--- src/design/fr_fcfs_bank_queue_scheduler_macros.svh ---
// Assertion helpers for the bank queue scheduler
`ifndef FR_FCFS_BANK_QUEUE_SCHEDULER_MACROS_SVH
`define FR_FCFS_BANK_QUEUE_SCHEDULER_MACROS_SVH
// implication checked every clock, off during reset
`define FBQ_ASSERT_IMP(label, clk, rstn, ante, cons) \
    label: assert property (@(posedge clk) disable iff (!rstn) (ante) |-> (cons)) \
        else $error("assertion failed");
// implication whose consequent is checked in the next cycle
`define FBQ_ASSERT_NEXT(label, clk, rstn, ante, cons) \
    label: assert property (@(posedge clk) disable iff (!rstn) (ante) |=> (cons)) \
        else $error("assertion failed");
`endif

--- src/design/fbq_pkg.sv ---
// ----------------------------------------------------------------------------
// fbq_pkg: shared codes and types
// Operation and status codes of the bank queue scheduler.
// ----------------------------------------------------------------------------
package fbq_pkg;
    typedef enum logic [2:0] {
        MODE_STORE  = 3'd0,
        MODE_REMOVE = 3'd1,
        MODE_SELECT = 3'd2,
        MODE_ROWQ   = 3'd3,
        MODE_REQQ   = 3'd4
    } mode_t;

    typedef enum logic [1:0] {
        ST_OK        = 2'd0,
        ST_FULL      = 2'd1,
        ST_NOT_FOUND = 2'd2,
        ST_EMPTY     = 2'd3
    } status_t;

    typedef enum logic [1:0] {
        S_IDLE = 2'd0,
        S_EXEC = 2'd1,
        S_OUT  = 2'd2
    } fsm_t;

    localparam int unsigned MIN_FURTHER = 2;
endpackage

--- src/design/fbq_cell.sv ---
// ----------------------------------------------------------------------------
// fbq_cell: one queue slot of one bank
// Holds row and tag; compares against the command and can take its
// younger neighbor's contents when it or an entry ahead of it is removed.
// ----------------------------------------------------------------------------
module fbq_cell
    import fbq_pkg::*;
#(
    parameter int ROW_BITS = 16,
    parameter int TAG_BITS = 8
) (
    input  logic                aclk,
    input  logic                load,
    input  logic                shift,
    input  logic [ROW_BITS-1:0] load_row,
    input  logic [TAG_BITS-1:0] load_tag,
    input  logic [ROW_BITS-1:0] nb_row,
    input  logic [TAG_BITS-1:0] nb_tag,
    input  logic [ROW_BITS-1:0] cmp_row,
    input  logic [TAG_BITS-1:0] cmp_tag,
    output logic [ROW_BITS-1:0] row,
    output logic [TAG_BITS-1:0] tag,
    output logic                row_hit,
    output logic                tag_hit
);
    logic [ROW_BITS-1:0] row_reg;
    logic [TAG_BITS-1:0] tag_reg;

    always_ff @(posedge aclk) begin
        if (load) begin
            row_reg <= load_row;
            tag_reg <= load_tag;
        end else if (shift) begin
            row_reg <= nb_row;
            tag_reg <= nb_tag;
        end
    end

    assign row     = row_reg;
    assign tag     = tag_reg;
    assign row_hit = (row_reg == cmp_row);
    assign tag_hit = (tag_reg == cmp_tag);
endmodule

--- config.mk ---
export PLATFORM = sky130hd
export DESIGN_NAME = fbq_cell
export DESIGN_NICKNAME = d
export VERILOG_FILES = /design/src/design/fr_fcfs_bank_queue_scheduler_macros.svh /design/src/design/fbq_pkg.sv /design/src/design/fbq_cell.sv
export SDC_FILE = /design/constraint.sdc
export NUM_CORES = 1
export LEC_CHECK = 0
export BUFFER_PORTS_ARGS = -buffer_cell sky130_fd_sc_hd__buf_2
export CORE_ASPECT_RATIO = 0.75
export CORE_MARGIN = 8
export CORE_UTILIZATION = 36
export CTS_CLUSTER_DIAMETER = 100
export DETAILED_ROUTE_END_ITERATION = 10
export PLACE_DENSITY = 0.83
export SLEW_MARGIN = 20
export SYNTH_ARGS = -nofsm -noshare
export SYNTH_HDL_FRONTEND = slang
export SYNTH_SLANG_ARGS = --single-unit
export TNS_END_PERCENT = 1
--- constraint.sdc ---
create_clock -name aclk -period 1.3 [get_ports aclk]
set_input_delay 0.13 -clock aclk [delete_from_list [all_inputs] [get_ports aclk]]
set_output_delay 0.13 -clock aclk [all_outputs]
set_load 0.02 [all_outputs]
Yosys cells after proc, flatten, opt, wreduce, memory -nomap -nowiden
Cells that the tools add are included.
W data, S select, Z words.
- register bits after elaboration: 24
- bits in latches: 0
- memory bits (writable): 0
- ROM bits: 0
- input port bits: 75
- output and inout bits: 26
- word-level logic and storage cells: 9
- memories kept: 0
- add/sub/neg operators: 0
- multipliers: 0
- divide/modulo/power cells: 0
- order comparisons: 0
- eq/ne operators: 2
- shifts and indexed selects: 0
- multiplexer cells: 4
- bitwise operators: 0
- reduce and logical (&&, ||, !) cells: 1
- operators with widths (kind ; count):
    $mux W16 ; 2
    $eq A16 B16 Y1 ; 1
    $mux W8 ; 2
    $eq A8 B8 Y1 ; 1
    $reduce_bool A2 Y1 ; 1

Logic depth before layout (Yosys ltp)
Gate-level depths: netlist (run 1).
- depth in word-level cells: 2
- depth in mapped cells: 3
- depth with buffers taken out: 3

Least setup slack after synthesis (run 1)
OpenSTA, ideal clock, no wires.
- path kind: register -> output
- start: register row_reg[5] (netlist: row[5])
- end: output row_hit
- arrival: 1297 ps
- required time: 1170 ps
- slack: -127 ps
- stages on the path, launching flop included: 4
- buffers on the path: 0
- cell sequence: edfxtp_1 > xnor2_1 > nand4_1 > nor4_2
- cells in the longest elaborated chain, start to end: 1
- RTL lines (item ; RTL line ; text):
    from (decl) ; fbq_cell.sv:26 ; logic [ROW_BITS-1:0] row_reg;
    from (signal assigned) ; fbq_cell.sv:31 ; row_reg <= load_row;
    from (signal assigned) ; fbq_cell.sv:34 ; row_reg <= nb_row;
    $eq A16 B16 Y1 ; fbq_cell.sv:41 ; assign row_hit = (row_reg == cmp_row);
    to (decl) ; fbq_cell.sv:23 ; output logic row_hit,
Every way passes these cells.

Worst setup path after layout (run 1)
- start: register row_reg[1] (netlist: row[1])
- end: output row_hit
Same word-level chain as after synthesis.

==> run summary, run 1 <==
The initial antenna violation count came out at 0. The number of detailed-route iterations in the first pass came out at 4. Of the total power, registers draw between 40% and 50%. The critical path in this run is classified as flop to primary output. The largest net degree at the start of global routing came out at 25. The H-tree depth came out at 1.

The area taken by flip-flops and latches came out at 721 µm². The initial utilization of the core area, before any placement, comes to a little under two fifths. The core outline area came out at 0.00368 mm². The flip-flop count of the largest register, all copies and words added is 16.

Synthesis instantiated 10 different standard cells from the library. The number of register bits inferred by synthesis is 24. The antenna diode count is 0. The proportion of layout cells with a drive suffix above 1 came out at 72.6%.

The top cell type's share of synthesized area is between 50% and 60%. The ratio of final minimum period to clock period came out at 124%. The post-synthesis area per instance came out at between 15 and 20 µm². Across all setup checks in the final design, the least slack found is -307 ps. The post-route DRC violation count came out at 0.

The total of endpoints with negative setup slack in the final report came out at 2. Hold timing on the final database bottoms out at a slack of 168 ps. The clock network fraction of total power came out at 20.2%. The worst setup path is captured at a primary output. The analysis attributes to cell leakage a power of 0.000972 µW. The sum of buffers and inverters on the critical path came out at 1. Counting every sink on the clock net gives 24. The total half-perimeter wirelength after legalization and detailed placement came out at between 3000 and 4000 µm. The worst path arrival time came out at around 1500 ps. The synthesized design spends more area on one cell type than any other, namely sky130_fd_sc_hd__edfxtp_1. The detailed router's first-iteration violation count came out at 16. TritonCTS built the clock tree. Of the total power, the share spent switching nets is about 27%. The switching power total is 547 µW. Using the TritonRoute via totals, the vias-per-cell ratio works out to approximately 4.4. The routed design has between 3000 and 4000 µm of wire. The count of boundary I/O pins is roughly 100. The signed area change from the synthesized netlist to the final layout came out at 49.3%. The final reports fail on setup timing.

The data required time of the worst path is between 1000 and 1500 ps. The TritonCTS buffer count came out at 3. The max capacitance violation total came out at 0.

Synthesis produced a netlist whose cell count is 84. The transition time at the pin with the least slew margin came out at between 150 and 200 ps. The signal on the critical path passes through xnor2_1 > nand4_1 > nor4_4 > buf_4. The maximum net fanout on the critical path came out at 2. For this run, the number of Yosys warnings is 0. The final-layout fill cell count came out at roughly 320.

The flow ran to the end, but the final reports show violations. The post-synthesis net count came out at around 160. In this run, the combinational gates consume between 30% and 40% of the power. The upper clock frequency limit came out at a little over 0.6 GHz. The netlist area before placement is approximately 0.0014 mm². The power density over the cells came out at a little under 1000 mW/mm². The post-detailed-route wirelength per cell is approximately 15 µm.

The number of global-route vias before repair came out at 1,205. The area of combinational cells with multiple inputs is about 650 µm². STA classifies the critical path startpoint as a flop. Measured along the x axis, the die boundary spans around 90 µm. No sink is reached through more buffers than the 2 on the longest clock path. The final hold violation count is 0. The delay of the slowest critical-path stage is ~420 ps. The number of slew-limit violations in the final report is 0. The count of buffers inserted at the top-level ports came out at 100. For this run the aggregate overflow at the end of global routing stands at 0. The combined global-route utilization of all metal layers is 11.8%. After synthesis, the cell types taking the most area are sky130_fd_sc_hd__edfxtp_1 52%, sky130_fd_sc_hd__mux2_4 21%, sky130_fd_sc_hd__xnor2_1 15%. The tree is rooted in a sky130_fd_sc_hd__clkbuf_8. The final design utilization is between 50% and 60%. Setup repair after global routing could not meet its margin everywhere.

The max-slew headroom at the worst pin is between 80% and 90%. Buffers inserted to repair hold after CTS numbered 0. The clock transition time at the flip-flop clock pins of the worst setup and hold paths is around 70 ps. Counting flops with a built-in enable in the synthesized netlist gives 24. The share of flip-flops with an asynchronous set or reset after synthesis is 0%.

Across the VDD grid, the largest voltage drop is between 0.7 and 0.8 mV. The weighted congestion reported at the end of routability-driven placement came out at roughly 0.70. The most used flip-flop cell after synthesis is sky130_fd_sc_hd__edfxtp_1. Sorting the synthesized cells by how often they occur yields 24 x sky130_fd_sc_hd__edfxtp_1, 24 x sky130_fd_sc_hd__xnor2_1, 19 x sky130_fd_sc_hd__mux2_4.

The count of nets left with antenna violations after detail routing is 0. The worst hold path belongs to the class primary input to flop. The slowest library cell on the worst path is sky130_fd_sc_hd__edfxtp_1. The accumulated negative setup slack is -384 ps. Counting I/O delays and the setup requirement, the final critical path takes around 1600 ps.

The routed layout has between 1,000 and 1,500 vias. In this run the vertical extent of the chip is 69.7 µm. The kind of cell with the highest combined delay along the critical path is simple AND/OR/NAND/NOR gates. The first-pass GRT wire length is around 5600 µm. The die area is around 0.0061 mm².

The floorplan has 19 rows. The internal power came out at roughly 1500 µW. The total number of nets in the final design came out at ~270. The proportion of synthesized chip area in sequential cells is between 50% and 60%.
[metal layers]
layer | vias to the layer above | GRT usage (%) | share of wire [%]
met1 | 497 | 10.9 | 33
met2 | 39 | 23.9 | 60
met5 | - | 0 | 0
li1 | 525 | - | -
met3 | 2 | 3.55 | 5.8
met4 | 0 | 2.85 | 0.87
[layout make-up]
type	count	share of cell area, %
clock buffers	3	2.00
repair buffers	106	28.5
multi-input cells	57	31.5
well taps	52	3.15
flip-flops and latches	24	34.9
[power by group through the flow]
stage | clock network [µW] | logic [µW] | registers [µW]
after floorplan | 0 | 243 | 1130
after global placement | 0 | 587 | 1020
after detailed placement | 0 | 601 | 1030
after CTS | 429 | 611 | 1010
after global routing | 452 | 656 | 1020
final | 412 | 615 | 1010
[worst paths after layout]
check / startpoint / end / slack (ps) / cells past startpoint
setup / recovery: row[1] / row_hit / -310 / 4
hold / removal: nb_row[3] / row[3] / 170 / 2
[logic make-up (layout without fill, tap and decap cells)]
group         count (synthesis)  in the layout  share of synthesized area (%)
flops                        24             24                           52.1
xor+xnor                     24             24                           15.2
buf+inv                       3            109                           3.71
mux                          24             24                           24.7
simple gates                  9              9                           4.34
[per-stage QoR]
stage	setup WS (ps)	instance area, µm²	std cells	total power [µW]
floorplan	-59.4	1390	84	1380
global placement	-61.7	1970	237	1610
detailed placement	-97.9	1970	237	1630
CTS	-362	2040	241	2050
global route	-413	2070	242	2130
finish	-307	2070	242	2040
[cells in the final DEF, fill, tap and decap left out]
| cell type | n |
|---|---|
| sky130_fd_sc_hd__buf_4 | 5 |
| sky130_fd_sc_hd__edfxtp_1 | 24 |
| sky130_fd_sc_hd__buf_2 | 98 |
| sky130_fd_sc_hd__xnor2_2 | 4 |
| sky130_fd_sc_hd__nor4_4 | 1 |
| sky130_fd_sc_hd__nand4_1 | 6 |
| sky130_fd_sc_hd__buf_12 | 3 |
| sky130_fd_sc_hd__or2_1 | 1 |
| sky130_fd_sc_hd__nor2_1 | 1 |
| sky130_fd_sc_hd__xnor2_1 | 20 |
| sky130_fd_sc_hd__mux2_2 | 5 |
| sky130_fd_sc_hd__clkbuf_8 | 3 |
| sky130_fd_sc_hd__mux2_4 | 19 |
[repair_timing]
action | 4_1_cts | 5_1_grt
gates resized for setup | 3 | 3
setup buffers | 1 | 1
setup endpoints to repair | 2 | 2
pin swaps | 4 | 3
No activity file was read; power rests on OpenSTA's default activity.
==> run 2, diff against run 1 <==
--- a/config.mk
+++ b/config.mk
@@ -5,6 +5,7 @@
 export SDC_FILE = /design/constraint.sdc
 export NUM_CORES = 1
 export LEC_CHECK = 0
+export ABC_AREA = 1
 export BUFFER_PORTS_ARGS = -buffer_cell sky130_fd_sc_hd__buf_2
 export CORE_ASPECT_RATIO = 0.75
 export CORE_MARGIN = 8
==> run 2 against run 1 <==
Against the previous run: the run still ends with setup timing left; core utilization fell by 2.1 points; synthesized cell count rose by 96%; power fell by 1.5%; sequential power barely moved; clock power rose by 7.3%; worst hold slack got worse by 43 ps; via count rose by 25%; die area fell by 0.15%.
==> run summary, run 2 <==
The run finished, with violations left. The final reports fail on setup timing. The finished layout holds around 320 standard cells, fillers aside. Counting instances, the worst hold path has a depth of 3.

TritonCTS built the clock tree. For this block, the routed nets add up to 4080 µm of wire. The netlist area before placement came out at about 0.0014 mm². The die area is 0.00610 mm². The first-pass GRT wire length is 6550 µm. The row count came out at 19. The power density over the cells is a little over 1000 mW/mm².

The worst setup path is of the flop to primary output kind. The number of slew-limit violations in the final report is 0. sky130_fd_sc_hd__edfxtp_1 takes more of the synthesized area than any other cell. The post-detailed-route wirelength per cell is 12.8 µm. The top cell family by delay on the critical path is flip-flops. The number of global-route vias before repair came out at roughly 1,400. The count of boundary I/O pins came out at 101. The H-tree depth came out at 1. The flip-flop count of the largest register, all copies and words added is 16. The die is roughly 90 µm wide. For this run the aggregate overflow at the end of global routing stands at 0. The post-synthesis cell count came out at 165. The total of endpoints with negative setup slack in the final report is 2. The total vias in the final route is 1,325. The core outline area came out at approximately 0.0037 mm².

In the layout the commonest cells are 98 x sky130_fd_sc_hd__buf_2, 97 x sky130_fd_sc_hd__nand2_1, 24 x sky130_fd_sc_hd__edfxtp_1. The worst path arrival time came out at between 1000 and 1500 ps. Buffers inserted to repair hold after CTS numbered 0. The data required time of the worst path came out at roughly 1200 ps. The number of warnings reported in the yosys synthesis log is 0. The path with the worst hold slack has its endpoint at row[7]. The max-slew headroom at the worst pin came out at 60.9%.

Ranked by instance count, the synthesized netlist is headed by 97 x sky130_fd_sc_hd__nand2_1, 24 x sky130_fd_sc_hd__edfxtp_1, 19 x sky130_fd_sc_hd__xnor2_1. The post-synthesis area per instance is roughly 8.4 µm². The count of nets left with antenna violations after detail routing is 0. The worst hold path startpoint is nb_row[7]. The antenna diode count came out at 0.

Counting the buffers created by CTS gives 3. The proportion of synthesized chip area in sequential cells came out at 52.2%. The top cell type's share of synthesized area came out at between 50% and 60%. Setup repair after global routing could not meet its margin everywhere. In the synthesized netlist the dominant register cell turns out to be sky130_fd_sc_hd__edfxtp_1. The kind of capture point of the worst setup path is a primary output. The area growth from synthesis to layout is 43.1%. The post-route worst setup slack came out at -179 ps. The max capacitance violation total is 0.

Synthesis produced a netlist with a net count of 240. In this run, synthesis inferred 24 flip-flops with an integrated enable. The initial antenna violation count is 0. The count of buffers inserted at the top-level ports came out at 100. For this run, the total global-route usage over all layers was measured as between 10% and 20%. The maximum clock insertion buffer count came out at 2. Cells with a size suffix above 1 make up 41.0% of the layout. The post-placement cell count is 313.

The delay of the slowest critical-path stage came out at 420 ps. Final hold analysis gives a worst-case slack of roughly 130 ps. After detailed routing, the number of remaining DRC violations is 0. The ratio of final minimum period to clock period came out at 114%. Counting I/O delays and the setup requirement, the final critical path takes 1480 ps. The netlist uses 10 different library cells. The static power due to leakage is 0.00106 µW. The final hold violation count came out at 0. The total half-perimeter wirelength after legalization and detailed placement is roughly 3300 µm. The weighted congestion reported at the end of routability-driven placement came out at 0.790. sky130_fd_sc_hd__nand2_1 is the most common cell in the netlist. The transition time at the pin with the least slew margin came out at just under 600 ps. Entering global routing, the biggest net connects 26 pins. In this run the clock root is driven by a sky130_fd_sc_hd__clkbuf_8. Power comes to roughly 2000 µW. Once the floorplan was initialized, standard cells occupied 37.7% of the core. The tightest min-delay check is of the primary input to flop type. After synthesis, the cell types taking the most area are sky130_fd_sc_hd__edfxtp_1 52%, sky130_fd_sc_hd__nand2_1 26%, sky130_fd_sc_hd__xnor2_1 12%. The post-detailed-route via-to-cell ratio is 4.17. The detailed router's first-iteration violation count is 54. The first TritonRoute pass finished after 4 iterations.

The total number of nets in the final design came out at 342. On the critical path, the stage with the largest delay is an instance of sky130_fd_sc_hd__edfxtp_1. The share of flip-flops with an asynchronous set or reset after synthesis came out at 0%.

By instance count, the cell type seen most on the critical path is sky130_fd_sc_hd__nand2_1. The number of register bits inferred by synthesis came out at 24. The clock transition time at the flip-flop clock pins of the worst setup and hold paths is roughly 90 ps. Of all nets on the critical path, the largest fanout is 2. The number of buffers and inverters on the critical path is 1.

The upper clock frequency limit is 0.676 GHz. The library cell used most frequently in the layout, excluding fill and tap cells, is sky130_fd_sc_hd__buf_2. The critical path goes through xnor2_1 > nand2_1 > nor2_2 > nand2_1 > nor2_1 > buf_4.

STA classifies the critical path startpoint as a flop. The CTS sink count came out at 24. The height of the die is between 60 and 70 µm. The worst vdd rail ir drop is between 0.6 and 0.7 mV.
run 2: changes by cell type after synthesis, moves of 2 or more:
cell	before	now
sky130_fd_sc_hd__buf_12	2	0
sky130_fd_sc_hd__buf_4	0	3
sky130_fd_sc_hd__inv_1	0	10
sky130_fd_sc_hd__mux2_2	5	0
sky130_fd_sc_hd__mux2_4	19	0
sky130_fd_sc_hd__nand2_1	0	97
sky130_fd_sc_hd__nand4_1	6	2
sky130_fd_sc_hd__nor2_1	1	6
sky130_fd_sc_hd__xnor2_1	24	19
run 2: routing by layer:
metal  up-vias  global-route usage, %  wire length [µm]
li1        709                      -                 -
met1       576                   14.1              1640
met2        38                   25.5              2230
met3         2                   3.31               183
met4         0                   2.85                27
met5         -                      0                 0
run 2: power by group:
part | leakage, µW | switching, µW | total [µW] | internal [µW]
sequential | 0.000247 | 56.7 | 1010 | 954
combinational | 0.000790 | 307 | 557 | 249
clock | 0.0000231 | 231 | 442 | 211
run 2: how the worst max path moves through the flow:
stage                  from       to  slack, ps  cells past startpoint
floorplan           row[15]  row_hit         30                      5
global placement    row[13]  row_hit         60                      6
CTS                 row[13]  row_hit       -200                      6
detailed placement  row[13]  row_hit         50                      6
global route        row[13]  row_hit       -310                      6
finish              row[13]  row_hit       -180                      6
run 2: kinds of logic after synthesis:
| family | share of synthesized area, % |
|---|---|
| xor gates and xnor gates | 12.0 |
| and+or+nand+nor | 29.3 |
| DFF | 52.2 |
| buffers and inverters | 6.43 |
run 2: stage by stage:
stage / setup TNS (ps) / util [%] / worst slack [ps] / cell area, µm²
floorplan: 0 / - / 25.8 / 1380
global placement: 0 / 52.2 / 61.6 / 1910
detailed placement: 0 / 52.2 / 47.4 / 1910
CTS: -271 / 53.6 / -198 / 1960
global route: -488 / 54.0 / -310 / 1980
finish: -265 / 54.0 / -179 / 1980
run 2: final cells by class:
class / instances / area (µm²)
repair buffers: 102 / 520
multi-input cells: 125 / 582
clock inverters: 1 / 3.75
well taps: 52 / 65.1
clock buffers: 3 / 41.3
flip-flops and latches: 24 / 721
fillers: 361 / 1680
inverters: 11 / 43.8
run 2: tightest hold or removal path: stages:
cell and delay [ps]:
sky130_fd_sc_hd__buf_2 70, sky130_fd_sc_hd__nand2_1 40, sky130_fd_sc_hd__nand2_1 40
run 2: timing repair:
item                       in CTS  in global routing
pin swaps                       3                  1
buffers inserted                0                  1
resized for setup               3                  1
setup endpoints to repair       2                  2
==> run 3, diff against run 2 <==
--- a/config.mk
+++ b/config.mk
@@ -13,6 +13,7 @@
 export CTS_CLUSTER_DIAMETER = 100
 export DETAILED_ROUTE_END_ITERATION = 10
 export PLACE_DENSITY = 0.83
+export RECOVER_POWER = 100
 export SLEW_MARGIN = 20
 export SYNTH_ARGS = -nofsm -noshare
 export SYNTH_HDL_FRONTEND = slang
==> run 3 against run 2 <==
Against the previous run: the run still ends with setup timing left; routed wire length is 0.15% lower; non-clock buffer count unchanged; sequential share of layout area up 0.56 points; sequential cell count unchanged; setup slack improved by 3.7 ps; via count unchanged; sequential power about the same; maximum frequency increased by 0.25%; core utilization decreased by 0.82 points; largest cell class unchanged; largest power group unchanged.
==> run summary, run 3 (synthesis results as in run 2) <==
The die area is a little over 0.006 mm². The H-tree depth is 1. The row count is 19. TritonCTS built the clock tree.

The antenna diode count is 0. Cells with a size suffix above 1 make up between 30% and 40% of the layout. The core outline area is between 0.003 and 0.004 mm². For this run, the detailed router's first-pass iteration total came to 4.

The worst path arrival time is around 1400 ps. The flip-flop count of the largest register, all copies and words added is 16. The transition time at the pin with the least slew margin came out at just under 600 ps. The number of buffers inserted by hold repair at cts came out at 0. The weighted congestion reported at the end of routability-driven placement came out at roughly 0.79. The static power due to leakage is approximately 0.0010 µW. The total detailed-routing wirelength came out at about 4100 µm. The number of slew-limit violations in the final report is 0.

For the worst setup path, the data required time is about 1200 ps. The final hold violation count came out at 0. Across the run, the number of max-cap violations was 0. Once the floorplan was initialized, standard cells occupied 37.7% of the core. The combined global-route utilization of all metal layers is between 10% and 20%. STA classifies the critical path startpoint as a flop. The accumulated negative setup slack is -266 ps. The TritonCTS buffer count is 3.

The post-route DRC violation count is 0. Across the whole layout, storage elements account for just over 700 µm². The CTS sink count came out at 24.

In this design, the stage delay of the slowest critical-path cell is between 400 and 500 ps. Setup repair after global routing could not meet its margin everywhere. Across the VDD grid, the largest voltage drop is between 0.6 and 0.7 mV. The upper clock frequency limit came out at between 0.6 and 0.7 GHz. Dividing the detail-routed wire length by the instance count gives between 10 and 15 µm. The checks that failed: setup timing.

The maximum net fanout on the critical path is 2. The first routing iteration left 68 violations. Once routing completed, OpenROAD measured the worst setup slack at -176 ps. The ratio of final minimum period to clock period came out at 114%. The height of the die is 69.6 µm.

The flow ran to the end, but the final reports show violations. The total half-perimeter wirelength after legalization and detailed placement is around 3300 µm. Summing all multi-input logic gate instances after layout gives approximately 580 µm².

The maximum clock insertion buffer count is 2. The power density over the cells came out at between 1000 and 1500 mW/mm². The first global-routing pass estimated 6550 µm of wire. The root cell of the clock tree is sky130_fd_sc_hd__clkbuf_8. For this run, the post-layout net count is approximately 340. The max-slew headroom at the worst pin came out at roughly three fifths. The count of buffers inserted at the top-level ports came out at 100. The cell repeated most along the worst path is sky130_fd_sc_hd__nand2_1.

The top cell types in the final layout, fill and taps aside, are 97 x sky130_fd_sc_hd__nand2_1, 77 x sky130_fd_sc_hd__buf_2, 24 x sky130_fd_sc_hd__edfxtp_1. The total of endpoints with negative setup slack in the final report came out at 3. The die span in x is around 90 µm. The area of all placed cells without fillers is approximately 0.002 mm². The number of global-route vias before repair is around 1,400.

The smallest clock period supported by the final layout is computed as roughly 1500 ps. The critical path goes through xnor2_1 > nand2_1 > nor2_2 > nand2_1 > nor2_1 > buf_4. Entering global routing, the biggest net connects 26 pins.

The slowest library cell on the worst path is sky130_fd_sc_hd__edfxtp_1. The worst setup path is captured at a primary output. The initial antenna violation count came to 0. The count of nets left with antenna violations after detail routing came out at 0. The count of boundary I/O pins came out at 101. The clock transition time at the flip-flop clock pins of the worst setup and hold paths came out at roughly 90 ps.

The critical path is of the flop to primary output type. The final-layout fill cell count is ~380. The library cell used most frequently in the layout, excluding fill and tap cells, is sky130_fd_sc_hd__nand2_1. The routed layout has ~1,300 vias. In this run the worst hold path is classified as primary input to flop. The total grt overflow came out at 0.

The signed area change from the synthesized netlist to the final layout came out at 40.9%. The area of placed instances is around 0.0019 mm². Using the TritonRoute via totals, the vias-per-cell ratio works out to between 4 and 5.
[run 3: changes by cell type in the layout (fill, tap and decap cells not counted), sizes merged]
| cell | change |
|---|---|
| clkinv | +1 |
| buf | -22 |
| inv | -1 |
| clkbuf | +22 |
[run 3: where the power goes]
group          internal, µW  switching, µW
clock network           211            232
logic                   228            307
registers               955           59.4
[run 3: timing repair]
item / 4_1_cts / 5_1_grt
pin swaps: 3 / 1
setup endpoints to repair: 2 / 2
resized for setup: 3 / 1
setup buffers: 0 / 1
[run 3: worst paths after layout]
path                      start      end  slack (ps)  depth (start not counted)
worst max-delay path    row[13]  row_hit        -180                          6
worst min-delay path  nb_row[7]   row[7]         130                          3
[run 3: final cells by class]
| class | instances | share of cell area, % |
|---|---|---|
| Tap cell | 52 | 3.34 |
| Sequential cell | 24 | 37.0 |
| Inverter | 11 | 2.19 |
| Multi-Input combinational cell | 125 | 29.9 |
| Clock inverter | 1 | 0.193 |
| Clock buffer | 3 | 2.12 |
| Timing Repair Buffer | 102 | 25.3 |
[run 3: worst max-delay path: cells and delay by family, from the launching register on]
family / cells / cell delay, ps
xor+xnor: 1 / 170
flops: 1 / 420
buf+inv: 1 / 150
simple gates: 4 / 340
[run 3: per-layer routing]
layer	wire, µm	track usage (%)	part of all wire, %
met3	193	3.31	4.7
met4	27	2.85	0.66
met5	0	0	0
met1	1650	14.1	40
met2	2210	25.5	54
[run 3: metrics by stage]
step / hold slack (ps) / setup WS (ps) / std cells / total power, µW / utilization [%]
2_1_floorplan: 309 / 25.8 / 165 / 1350 / -
3_3_place_gp: 393 / 61.6 / 313 / 1560 / 52.2
3_5_place_dp: 398 / 47.4 / 313 / 1580 / 52.2
4_1_cts: 123 / -198 / 317 / 2020 / 53.6
5_1_grt: 124 / -317 / 318 / 2110 / 53.2
6_report: 126 / -176 / 318 / 1990 / 53.2
